## config.mk

```make
export PLATFORM = sky130hd
export DESIGN_NAME = text_console_line_wrapper_flat
export DESIGN_NICKNAME = d
export VERILOG_FILES = /design/src/hdl/tclw_pkg.sv /design/src/hdl/tclw_if.sv /design/src/hdl/tclw_csr.sv /design/src/hdl/tclw_step.sv /design/src/hdl/text_console_line_wrapper.sv /design/src/flat_wrapper.sv
export SDC_FILE = /design/constraint.sdc
export NUM_CORES = 1
export LEC_CHECK = 0
export BUFFER_PORTS_ARGS = -buffer_cell sky130_fd_sc_hd__buf_2
export CAP_MARGIN = 0
export CORE_MARGIN = 1
export CORE_UTILIZATION = 35
export CTS_CLUSTER_DIAMETER = 30
export DETAILED_ROUTE_END_ITERATION = 16
export HOLD_SLACK_MARGIN = 0.06
export PLACE_DENSITY = 0.56
export SLEW_MARGIN = 20
export SYNTH_ARGS = -nofsm -noshare
export SYNTH_HDL_FRONTEND = slang
export SYNTH_SLANG_ARGS = --single-unit
```

## constraint.sdc

```tcl
create_clock -name clock -period 8.3 [get_ports clock]
set_input_delay 0.83 -clock clock [delete_from_list [all_inputs] [get_ports clock]]
set_output_delay 0.83 -clock clock [all_outputs]
set_load 0.01 [all_outputs]
```

## src/hdl/tclw_pkg.sv

```systemverilog
package tclw_pkg;

   // sizes of the line ring and the notify slot ring
   localparam int MAX_LINES    = 1024;
   localparam int NOTIFY_SLOTS = 4;

   localparam int ROW_W  = $clog2(MAX_LINES);
   localparam int N_W    = ROW_W + 1;
   localparam int SLOT_W = $clog2(NOTIFY_SLOTS);

   // fixed field widths
   localparam int CHAR_W      = 8;
   localparam int COL_W       = 8;
   localparam int LINES_W     = 11;
   localparam int ROW_OUT_W   = 10;
   localparam int NOTIFY_W    = 2;
   localparam int CSR_ADDR_W  = 4;
   localparam int CSR_DATA_W  = 32;

   // reset values of the registers and the state
   localparam logic [COL_W-1:0]   WIDTH_RESET   = 8'd38;
   localparam logic [LINES_W-1:0] LINES_RESET   = 11'd862;
   localparam logic [CHAR_W-1:0]  OR_MASK_RESET = 8'd0;
   localparam int ROW_RESET_INT  = 862 - 1;
   localparam int SLOT_RESET_INT = ROW_RESET_INT % NOTIFY_SLOTS;
   localparam logic [ROW_W-1:0]  ROW_RESET  = ROW_W'(ROW_RESET_INT);
   localparam logic [SLOT_W-1:0] SLOT_RESET = SLOT_W'(SLOT_RESET_INT);
   localparam logic [SLOT_W-1:0] SLOT_LAST  = SLOT_W'(NOTIFY_SLOTS - 1);

   // character codes
   localparam logic [CHAR_W-1:0] CHAR_NUL      = 8'h00;
   localparam logic [CHAR_W-1:0] CHAR_COLOUR_A = 8'h01;
   localparam logic [CHAR_W-1:0] CHAR_COLOUR_B = 8'h02;
   localparam logic [CHAR_W-1:0] CHAR_NL       = 8'h0A;
   localparam logic [CHAR_W-1:0] CHAR_CR       = 8'h0D;
   localparam logic [CHAR_W-1:0] COLOUR_BIT    = 8'h80;

   typedef enum logic [1:0] {
      REG_LINE_WIDTH  = 2'd0,
      REG_TOTAL_LINES = 2'd1,
      REG_OR_MASK     = 2'd2,
      REG_UNUSED      = 2'd3
   } csr_reg_type;

   typedef struct packed {
      logic [COL_W-1:0]   line_width;
      logic [LINES_W-1:0] total_lines;
      logic [CHAR_W-1:0]  or_mask;
   } cfg_type;

   typedef struct packed {
      logic [COL_W-1:0]  column;
      logic [ROW_W-1:0]  ring_row;
      logic [SLOT_W-1:0] slot_index;
      logic              return_pending;
      logic              colour_on;
   } state_type;

   typedef struct packed {
      logic                 line_started;
      logic [NOTIFY_W-1:0]  notify_slot;
      logic                 write_valid;
      logic [ROW_OUT_W-1:0] write_row;
      logic [COL_W-1:0]     write_column;
      logic [CHAR_W-1:0]    write_char;
   } result_type;

   function automatic logic [NOTIFY_W-1:0] to_notify(input logic [SLOT_W-1:0] slot);
      logic [15:0] wide;
      wide = 16'(slot);
      return wide[NOTIFY_W-1:0];
   endfunction

   function automatic logic [ROW_OUT_W-1:0] to_row_out(input logic [ROW_W-1:0] row);
      logic [15:0] wide;
      wide = 16'(row);
      return wide[ROW_OUT_W-1:0];
   endfunction

endpackage

```

## src/hdl/tclw_if.sv

```systemverilog
interface tclw_req_if import tclw_pkg::*; ();
   logic              valid;
   logic              ready;
   logic [CHAR_W-1:0] char_in;
   logic              string_first;
   logic [COL_W-1:0]  word_ahead;

   modport source (output valid, char_in, string_first, word_ahead, input ready);
   modport sink   (input valid, char_in, string_first, word_ahead, output ready);
endinterface

interface tclw_rsp_if import tclw_pkg::*; ();
   logic                 valid;
   logic                 ready;
   logic                 line_started;
   logic [NOTIFY_W-1:0]  notify_slot;
   logic                 write_valid;
   logic [ROW_OUT_W-1:0] write_row;
   logic [COL_W-1:0]     write_column;
   logic [CHAR_W-1:0]    write_char;

   modport source (output valid, line_started, notify_slot, write_valid, write_row,
                   write_column, write_char, input ready);
   modport sink   (input valid, line_started, notify_slot, write_valid, write_row,
                   write_column, write_char, output ready);
endinterface

```

## src/hdl/tclw_csr.sv

```systemverilog
module tclw_csr import tclw_pkg::*; (
   input  logic                  clock,
   input  logic                  reset,
   input  logic                  psel,
   input  logic                  penable,
   input  logic                  pwrite,
   input  logic [CSR_ADDR_W-1:0] paddr,
   input  logic [CSR_DATA_W-1:0] pwdata,
   output logic [CSR_DATA_W-1:0] prdata,
   output logic                  pready,
   output cfg_type               cfg
);

   cfg_type     cfg_ff, cfg_in;
   csr_reg_type reg_sel;
   logic        wr_en;

   assign reg_sel = csr_reg_type'(paddr[CSR_ADDR_W-1:2]);
   assign wr_en   = psel & penable & pwrite;
   assign pready  = 1'b1;
   assign cfg     = cfg_ff;

   always_comb begin
      cfg_in = cfg_ff;
      if (wr_en) begin
         case (reg_sel)
            REG_LINE_WIDTH:  cfg_in.line_width  = pwdata[COL_W-1:0];
            REG_TOTAL_LINES: cfg_in.total_lines = pwdata[LINES_W-1:0];
            REG_OR_MASK:     cfg_in.or_mask     = pwdata[CHAR_W-1:0];
            default:         cfg_in = cfg_ff;
         endcase
      end
   end

   always_comb begin
      case (reg_sel)
         REG_LINE_WIDTH:  prdata = CSR_DATA_W'(cfg_ff.line_width);
         REG_TOTAL_LINES: prdata = CSR_DATA_W'(cfg_ff.total_lines);
         REG_OR_MASK:     prdata = CSR_DATA_W'(cfg_ff.or_mask);
         default:         prdata = '0;
      endcase
   end

   always_ff @(posedge clock) begin
      if (reset) begin
         cfg_ff.line_width  <= WIDTH_RESET;
         cfg_ff.total_lines <= LINES_RESET;
         cfg_ff.or_mask     <= OR_MASK_RESET;
      end else begin
         cfg_ff <= cfg_in;
      end
   end

endmodule

```

## src/hdl/tclw_step.sv

```systemverilog
module tclw_step import tclw_pkg::*; (
   input  cfg_type           cfg,
   input  state_type         state,
   input  logic [CHAR_W-1:0] char_in,
   input  logic              string_first,
   input  logic [COL_W-1:0]  word_ahead,
   output state_type         state_next,
   output result_type        result
);

   logic [COL_W-1:0]  w;
   logic [N_W-1:0]    n;
   logic [ROW_W-1:0]  n_last;
   logic [ROW_W-1:0]  row0, row1, row2;
   logic [SLOT_W-1:0] slot1, slot2;
   logic [COL_W-1:0]  col0, col1, word_sat;
   logic [COL_W:0]    col_sum, col_inc;
   logic [CHAR_W-1:0] c;
   logic              colour_code, colour, active, started;

   always_comb begin
      // effective width and ring size
      w = (cfg.line_width == '0) ? COL_W'(1) : cfg.line_width;
      if (cfg.total_lines == '0) begin
         n = N_W'(1);
      end else if (16'(cfg.total_lines) > 16'(MAX_LINES)) begin
         n = N_W'(MAX_LINES);
      end else begin
         n = N_W'(cfg.total_lines);
      end
      n_last = ROW_W'(n - N_W'(1));

      // stale position
      row0 = (N_W'(state.ring_row) >= n) ? n_last : state.ring_row;
      col0 = (state.column >= w) ? '0 : state.column;

      // colour code
      colour_code = string_first &&
                    (char_in == CHAR_COLOUR_A || char_in == CHAR_COLOUR_B);
      if (colour_code) begin
         colour = 1'b1;
      end else if (string_first) begin
         colour = 1'b0;
      end else begin
         colour = state.colour_on;
      end
      c      = colour_code ? CHAR_NUL : char_in;
      active = (c != CHAR_NUL);

      // word wrap
      word_sat = (word_ahead > w) ? w : word_ahead;
      col_sum  = {1'b0, col0} + {1'b0, word_sat};
      col1     = (word_sat != w && col_sum > {1'b0, w}) ? '0 : col0;

      // undo of a line advance after a carriage return
      if (state.return_pending) begin
         row1  = (row0 == '0) ? n_last : row0 - ROW_W'(1);
         slot1 = (state.slot_index == '0) ? SLOT_LAST : state.slot_index - SLOT_W'(1);
      end else begin
         row1  = row0;
         slot1 = state.slot_index;
      end

      // line advance
      started = (col1 == '0);
      if (started) begin
         row2  = (N_W'(row1) + N_W'(1) >= n) ? '0 : row1 + ROW_W'(1);
         slot2 = (slot1 == SLOT_LAST) ? '0 : slot1 + SLOT_W'(1);
      end else begin
         row2  = row1;
         slot2 = slot1;
      end

      col_inc = {1'b0, col1} + (COL_W+1)'(1);

      state_next            = state;
      state_next.colour_on  = colour;
      state_next.ring_row   = row0;
      state_next.column     = col0;
      result                = '0;
      result.notify_slot    = to_notify(state.slot_index);
      result.write_row      = to_row_out(row0);

      if (active) begin
         state_next.ring_row       = row2;
         state_next.slot_index     = slot2;
         state_next.return_pending = 1'b0;
         result.line_started       = started;
         result.notify_slot        = to_notify(slot2);
         result.write_row          = to_row_out(row2);
         if (c == CHAR_NL) begin
            state_next.column = '0;
         end else if (c == CHAR_CR) begin
            state_next.column         = '0;
            state_next.return_pending = 1'b1;
         end else begin
            result.write_valid  = 1'b1;
            result.write_column = col1;
            result.write_char   = c | (colour ? COLOUR_BIT : CHAR_NUL) | cfg.or_mask;
            state_next.column   = (col_inc >= {1'b0, w}) ? '0 : col_inc[COL_W-1:0];
         end
      end
   end

endmodule

```

## src/hdl/text_console_line_wrapper.sv

```systemverilog
// a result item appears on rsp in the cycle after its input item is accepted
// throughput: one item per cycle while rsp keeps up; the per-character step is a single pass of
//   compare and increment logic between the position registers and the result register
// a new item is taken whenever the result register is empty or is being drained
// reset (synchronous, active high): registers back to width 38, 862 lines, mask 0;
//   column 0, row 861, slot 1, no pending carriage return, colour off, rsp empty
module text_console_line_wrapper import tclw_pkg::*; (
   input  logic                  clock,
   input  logic                  reset,
   tclw_req_if.sink              req,
   tclw_rsp_if.source            rsp,
   input  logic                  psel,
   input  logic                  penable,
   input  logic                  pwrite,
   input  logic [CSR_ADDR_W-1:0] paddr,
   input  logic [CSR_DATA_W-1:0] pwdata,
   output logic [CSR_DATA_W-1:0] prdata,
   output logic                  pready
);

   cfg_type    cfg;
   state_type  state_ff, state_in;
   result_type result_ff, result_in;
   logic       rsp_valid_ff, rsp_valid_in;
   logic       req_accept;

   // configuration registers behind the apb port
   tclw_csr u_csr (
      .clock   (clock),
      .reset   (reset),
      .psel    (psel),
      .penable (penable),
      .pwrite  (pwrite),
      .paddr   (paddr),
      .pwdata  (pwdata),
      .prdata  (prdata),
      .pready  (pready),
      .cfg     (cfg)
   );

   // the whole per-character update: wrap, row advance, carriage return undo, colour
   tclw_step u_step (
      .cfg          (cfg),
      .state        (state_ff),
      .char_in      (req.char_in),
      .string_first (req.string_first),
      .word_ahead   (req.word_ahead),
      .state_next   (state_in),
      .result       (result_in)
   );

   // the result register parts the two sides: an item goes in as long as the
   // previous result has left or leaves in this same cycle
   assign req.ready  = ~rsp_valid_ff | rsp.ready;
   assign req_accept = req.valid & req.ready;

   always_comb begin
      rsp_valid_in = rsp_valid_ff;
      if (req_accept) begin
         rsp_valid_in = 1'b1;
      end else if (rsp.ready) begin
         rsp_valid_in = 1'b0;
      end
   end

   // position state moves on each accepted item only
   always_ff @(posedge clock) begin
      if (reset) begin
         state_ff.column         <= '0;
         state_ff.ring_row       <= ROW_RESET;
         state_ff.slot_index     <= SLOT_RESET;
         state_ff.return_pending <= 1'b0;
         state_ff.colour_on      <= 1'b0;
         rsp_valid_ff            <= 1'b0;
      end else begin
         rsp_valid_ff <= rsp_valid_in;
         if (req_accept) begin
            state_ff <= state_in;
         end
      end
   end

   // result payload, no reset needed
   always_ff @(posedge clock) begin
      if (req_accept) begin
         result_ff <= result_in;
      end
   end

   assign rsp.valid        = rsp_valid_ff;
   assign rsp.line_started = result_ff.line_started;
   assign rsp.notify_slot  = result_ff.notify_slot;
   assign rsp.write_valid  = result_ff.write_valid;
   assign rsp.write_row    = result_ff.write_row;
   assign rsp.write_column = result_ff.write_column;
   assign rsp.write_char   = result_ff.write_char;

   // a result with no character carries zero column and character
   assert property (@(posedge clock) disable iff (reset)
      rsp_valid_ff && !result_ff.write_valid |->
         result_ff.write_column == '0 && result_ff.write_char == '0)
      else $error("idle result carries column or character");

   // a null character leaves no line advance and no write
   assert property (@(posedge clock) disable iff (reset)
      req_accept && req.char_in == CHAR_NUL |=>
         rsp_valid_ff && !result_ff.line_started && !result_ff.write_valid)
      else $error("null character produced output");

   // a pending carriage return always sits at column zero
   assert property (@(posedge clock) disable iff (reset)
      state_ff.return_pending |-> state_ff.column == '0)
      else $error("carriage return pending away from column zero");

   // the column never reaches the widest possible line
   assert property (@(posedge clock) disable iff (reset)
      state_ff.column != {COL_W{1'b1}})
      else $error("column ran past the widest line");

endmodule

```

## src/flat_wrapper.sv

```systemverilog
// flat-port wrapper written by rule: the top's interface ports become plain ports
module text_console_line_wrapper_flat import tclw_pkg::*;
  (clock, reset, psel, penable, pwrite, paddr, pwdata, prdata, pready, req_valid, req_char_in, req_string_first, req_word_ahead, req_ready, rsp_valid, rsp_line_started, rsp_notify_slot, rsp_write_valid, rsp_write_row, rsp_write_column, rsp_write_char, rsp_ready);
  tclw_req_if req_i ();
  tclw_rsp_if rsp_i ();
  input  logic clock;
  input  logic reset;
  input  logic psel;
  input  logic penable;
  input  logic pwrite;
  input  logic [CSR_ADDR_W-1:0] paddr;
  input  logic [CSR_DATA_W-1:0] pwdata;
  output logic [CSR_DATA_W-1:0] prdata;
  output logic pready;
  input wire logic [$bits(req_i.valid)-1:0] req_valid;
  input wire logic [$bits(req_i.char_in)-1:0] req_char_in;
  input wire logic [$bits(req_i.string_first)-1:0] req_string_first;
  input wire logic [$bits(req_i.word_ahead)-1:0] req_word_ahead;
  output wire logic [$bits(req_i.ready)-1:0] req_ready;
  output wire logic [$bits(rsp_i.valid)-1:0] rsp_valid;
  output wire logic [$bits(rsp_i.line_started)-1:0] rsp_line_started;
  output wire logic [$bits(rsp_i.notify_slot)-1:0] rsp_notify_slot;
  output wire logic [$bits(rsp_i.write_valid)-1:0] rsp_write_valid;
  output wire logic [$bits(rsp_i.write_row)-1:0] rsp_write_row;
  output wire logic [$bits(rsp_i.write_column)-1:0] rsp_write_column;
  output wire logic [$bits(rsp_i.write_char)-1:0] rsp_write_char;
  input wire logic [$bits(rsp_i.ready)-1:0] rsp_ready;
  assign req_i.valid = req_valid;
  assign req_i.char_in = req_char_in;
  assign req_i.string_first = req_string_first;
  assign req_i.word_ahead = req_word_ahead;
  assign req_ready = req_i.ready;
  assign rsp_valid = rsp_i.valid;
  assign rsp_line_started = rsp_i.line_started;
  assign rsp_notify_slot = rsp_i.notify_slot;
  assign rsp_write_valid = rsp_i.write_valid;
  assign rsp_write_row = rsp_i.write_row;
  assign rsp_write_column = rsp_i.write_column;
  assign rsp_write_char = rsp_i.write_char;
  assign rsp_i.ready = rsp_ready;
  text_console_line_wrapper u_core (.clock(clock), .reset(reset), .req(req_i), .rsp(rsp_i), .psel(psel), .penable(penable), .pwrite(pwrite), .paddr(paddr), .pwdata(pwdata), .prdata(prdata), .pready(pready));
endmodule
```

==> results.md <==
- Drt drc: 0
- Total wire length: 19080 um
- Max Clock Skew: 0.005971 ns
- Final slew viol count: 0
- Mapped Area: 6638 um^2
- Worst Tran Pin Value: 0.7296 ns
- CP Launch Type: flop
- Cell row count: 49
- Peak supply drop: 118.3 uV
- CP dominant cell by count: a21o_1
- Most frequent cells in the layout: nor2_1 (88), buf_2 (79), ha_1 (65)
- Via Count: 5922
- Status: finished, final reports clean
- Critical Path RT: 8.58 ns
- Period utilisation layout: 94.00%
- Global-route wire length before repair: 29890 um
- Core area: 18270 um^2
- Clock sinks: 80
- Post-detail-place hpwl: 14620 um
- Antenna violations before repair: 2
- Final layout net count: 996
- Grt ovf: 0
- Unique masters post-synth: 74
- Hold-critical path depth: 2
- PD cells: 203.1 nW/um^2
- R2R setup slack: 0.50 ns
- Ys async rst share: 0%
- Critical path capture point type: flop
- Hold path start: u_core.state_ff[0]
- Area Overhead vs Synth: 17.15%
- F_max: 128.2 MHz
- Clock transition at the registers of the reported paths: 0.06 ns
- Final ANT Viol Nets: 0
- Post-route insts no fill: 1105
- Top_reg_cell synth: dfxtp_1
- Worst R2R Start: u_core.u_csr.cfg[26]
- Largest net degree at the start of global routing: 48
- Number of buffers created by CTS: 9
- Critical path's largest stage delay: 0.37 ns
- Die width: 139.7 um
- Starting Density: 36.33%
- Lkg Pwr: 0.003459 uW
- Hold endpoint: u_core.state_ff[0]
- Hold Path Class: flop to flop
- Worst path bufs/invs: 3
- Design area: 7776 um^2
- CTS tree: yes
- Highest-delay cell along the critical path: ha_1
- Share of cells above drive strength 1: 18.31%
- Worst r2r dst: u_core.state_ff[18]
- Post-Syn Area per Cell: 8.554 um^2
- Max clock buf depth: 2
- Critical path peak fanout: 10
- Buffers on Ports: 79
- Fin crit period: 7.802 ns
- Drt wl/cell: 17.27 um
- Final Hold Vio Count: 0
- Die height: 139.7 um
- Crit path DAT: 8.08 ns
- FF-to-FF path depth: 39
- Post-synth EDFFs: 30
- Placed instance area: 7317 um^2
- Register area share after synthesis: 28.65%
- H-tree depth: 3
- Vias in the first global route: 5524
- Commonest non-fill, non-tap cell in the layout: nor2_1
- Slew HR: 51.14%
- Final worst slack: 0.4982 ns
- FF+latch count, synth: 80
- Final setup TNS: 0 ns
- Die area: 19520 um^2
- Core Util, Final: 42.56%
- Crit-path leading delay family: compound AO/OA/AOI/OAI gates
- 1st-pass router iterations: 5
- RSZ-0062 raised after global routing: no
- Fillers: 1835
- CP Class: flop to flop
- DR vias/cell: 5.359
- Max-Cap Viols: 0
- Root buffer cell: clkbuf_16
- Yosys warning count: 0
- Dpl ws: 0.1069 ns
- Cell count after synthesis: 776
- Final Wtd Congestion: 0.9011
- Final setup fails: 0
- First-iteration detailed-routing DRC count: 355
- IO Count: 125
- Worst-skew pair later-pin latency: 0.35 ns
- All-Layer GR Usage: 19.75%
- Placed instance count: 1079
[cells by family (layout without fill, tap and decap cells)]
group,Yosys count,in the layout,synth area share [%]
AO/OA/AOI/OAI,189,189,20.08
adder cells (fa/ha/maj),68,68,12.89
buffers and inverters,89,167,6.447
flip-flops,80,80,28.65
multiplexers,47,47,7.201
AND/OR/NAND/NOR,265,265,19.87
XOR/XNOR,36,36,4.750
other,2,24,0.1131
[report_power, final]
part / switching (uW) / leakage (uW) / internal, uW / total (uW)
Sequential: 25.6 / 0.000699 / 462 / 488
Clock: 170 / 0.000171 / 325 / 495
Combinational: 353 / 0.00259 / 244 / 597
Total: 548 / 0.00346 / 1030 / 1580
[layout make-up]
cell class,count,area (um^2),share of cell area (%)
flip-flops and latches,80,1902,24.46
diodes,2,5.005,0.06436
inverters,36,135.1,1.738
well taps,229,286.5,3.685
multi-input cells,627,4425,56.91
clock inverters,4,120.1,1.545
repair buffers,115,665.6,8.560
clock buffers,12,236.5,3.041
[synth_stat cells (3+ instances only)]
cell      count  area (um^2)
xnor2_1      25        219.0
and2_1       10        62.56
a211oi_1      9        67.56
o21a_1        4        30.03
edfxtp_1     30        900.9
nand2b_1     13        81.33
mux2_2        6        67.56
nor3b_1       4        30.03
a21oi_1      37        185.2
buf_4        22        165.2
or4_1         4        30.03
a21o_1       26        195.2
buf_2         3        15.01
nand4_1      10        62.56
nor2b_1      13        81.33
xor2_1       11        96.34
nor4_1        7        43.79
a221oi_1      7        61.31
buf_1         5        18.77
o21bai_1      8        60.06
nand3b_1      3        22.52
nor3_1       17        85.08
inv_1        35        131.4
and3_1        3        18.77
nand2_1      64        240.2
a311o_1       3        30.03
nor2_1       88        330.3
nand4b_1      3        26.28
o211ai_1      4        30.03
a211o_1      11        96.34
ha_1         66        825.8
a21boi_0      4        30.03
mux2i_1      41        410.4
dfxtp_1      50         1001
o21ai_0      32        160.2
clkbuf_1     22        82.58
nand3_1      18        90.09
a22oi_1       5        37.54
a31oi_1       8        50.05
a41o_1        3        30.03
[through the flow]
step           total power, uW  hold slack [ns]
3_5_place_dp              1082           0.4944
2_1_floorplan            915.1           0.4556
3_3_place_gp              1081           0.4763
5_1_grt                   1665           0.5478
6_report                  1579           0.5064
4_1_cts                   1576           0.5044
[state kept, by name (all words and copies together) (netlist names)]
register                 flops
u_core.rsp.line_started      1
u_core.rsp.notify_slot       2
u_core.rsp.valid             1
u_core.rsp.write_char        8
u_core.rsp.write_column      8
u_core.rsp.write_row        10
u_core.rsp.write_valid       1
u_core.state_ff             22
u_core.u_csr.cfg            27
[metal layers]
layer | GRT usage, % | up-vias | routed length (um)
met5 | 0 | - | 0
met4 | 8.386 | 0 | 506
met3 | 3.304 | 31 | 591
met2 | 32.74 | 108 | 9195
met1 | 25.29 | 2811 | 8785
li1 | - | 2972 | -
[worst register-to-register path, delay by kind of cell, from the launching register on]
kind,cells,cell delay [ns]
compound gates,24,4.35
buf+inv,3,0.40
fa+ha+maj,5,1.43
simple gates,6,1.08
flops,1,0.33
xor+xnor,1,0.14
[what timing repair did]
action / CTS / global route
buffers inserted: 0 / 8
endpoints found under the setup margin: 0 / 8
resized for setup: 0 / 10
hold buffers: 0 / 0
[worst max-delay path by stage]
stage / from / to / slack, ns / depth (start not counted)
6_report: u_core.u_csr.cfg[26] / u_core.state_ff[18] / 0.50 / 39
2_1_floorplan: u_core.u_csr.cfg[23] / u_core.state_ff[17] / 0.23 / 40
3_5_place_dp: u_core.u_csr.cfg[23] / u_core.state_ff[17] / 0.11 / 39
3_3_place_gp: u_core.u_csr.cfg[23] / u_core.state_ff[17] / 0.15 / 39
5_1_grt: u_core.u_csr.cfg[26] / u_core.state_ff[17] / 0.004 / 39
4_1_cts: u_core.u_csr.cfg[23] / u_core.state_ff[17] / 0.06 / 40
No activity file was read; power rests on OpenSTA's default activity.
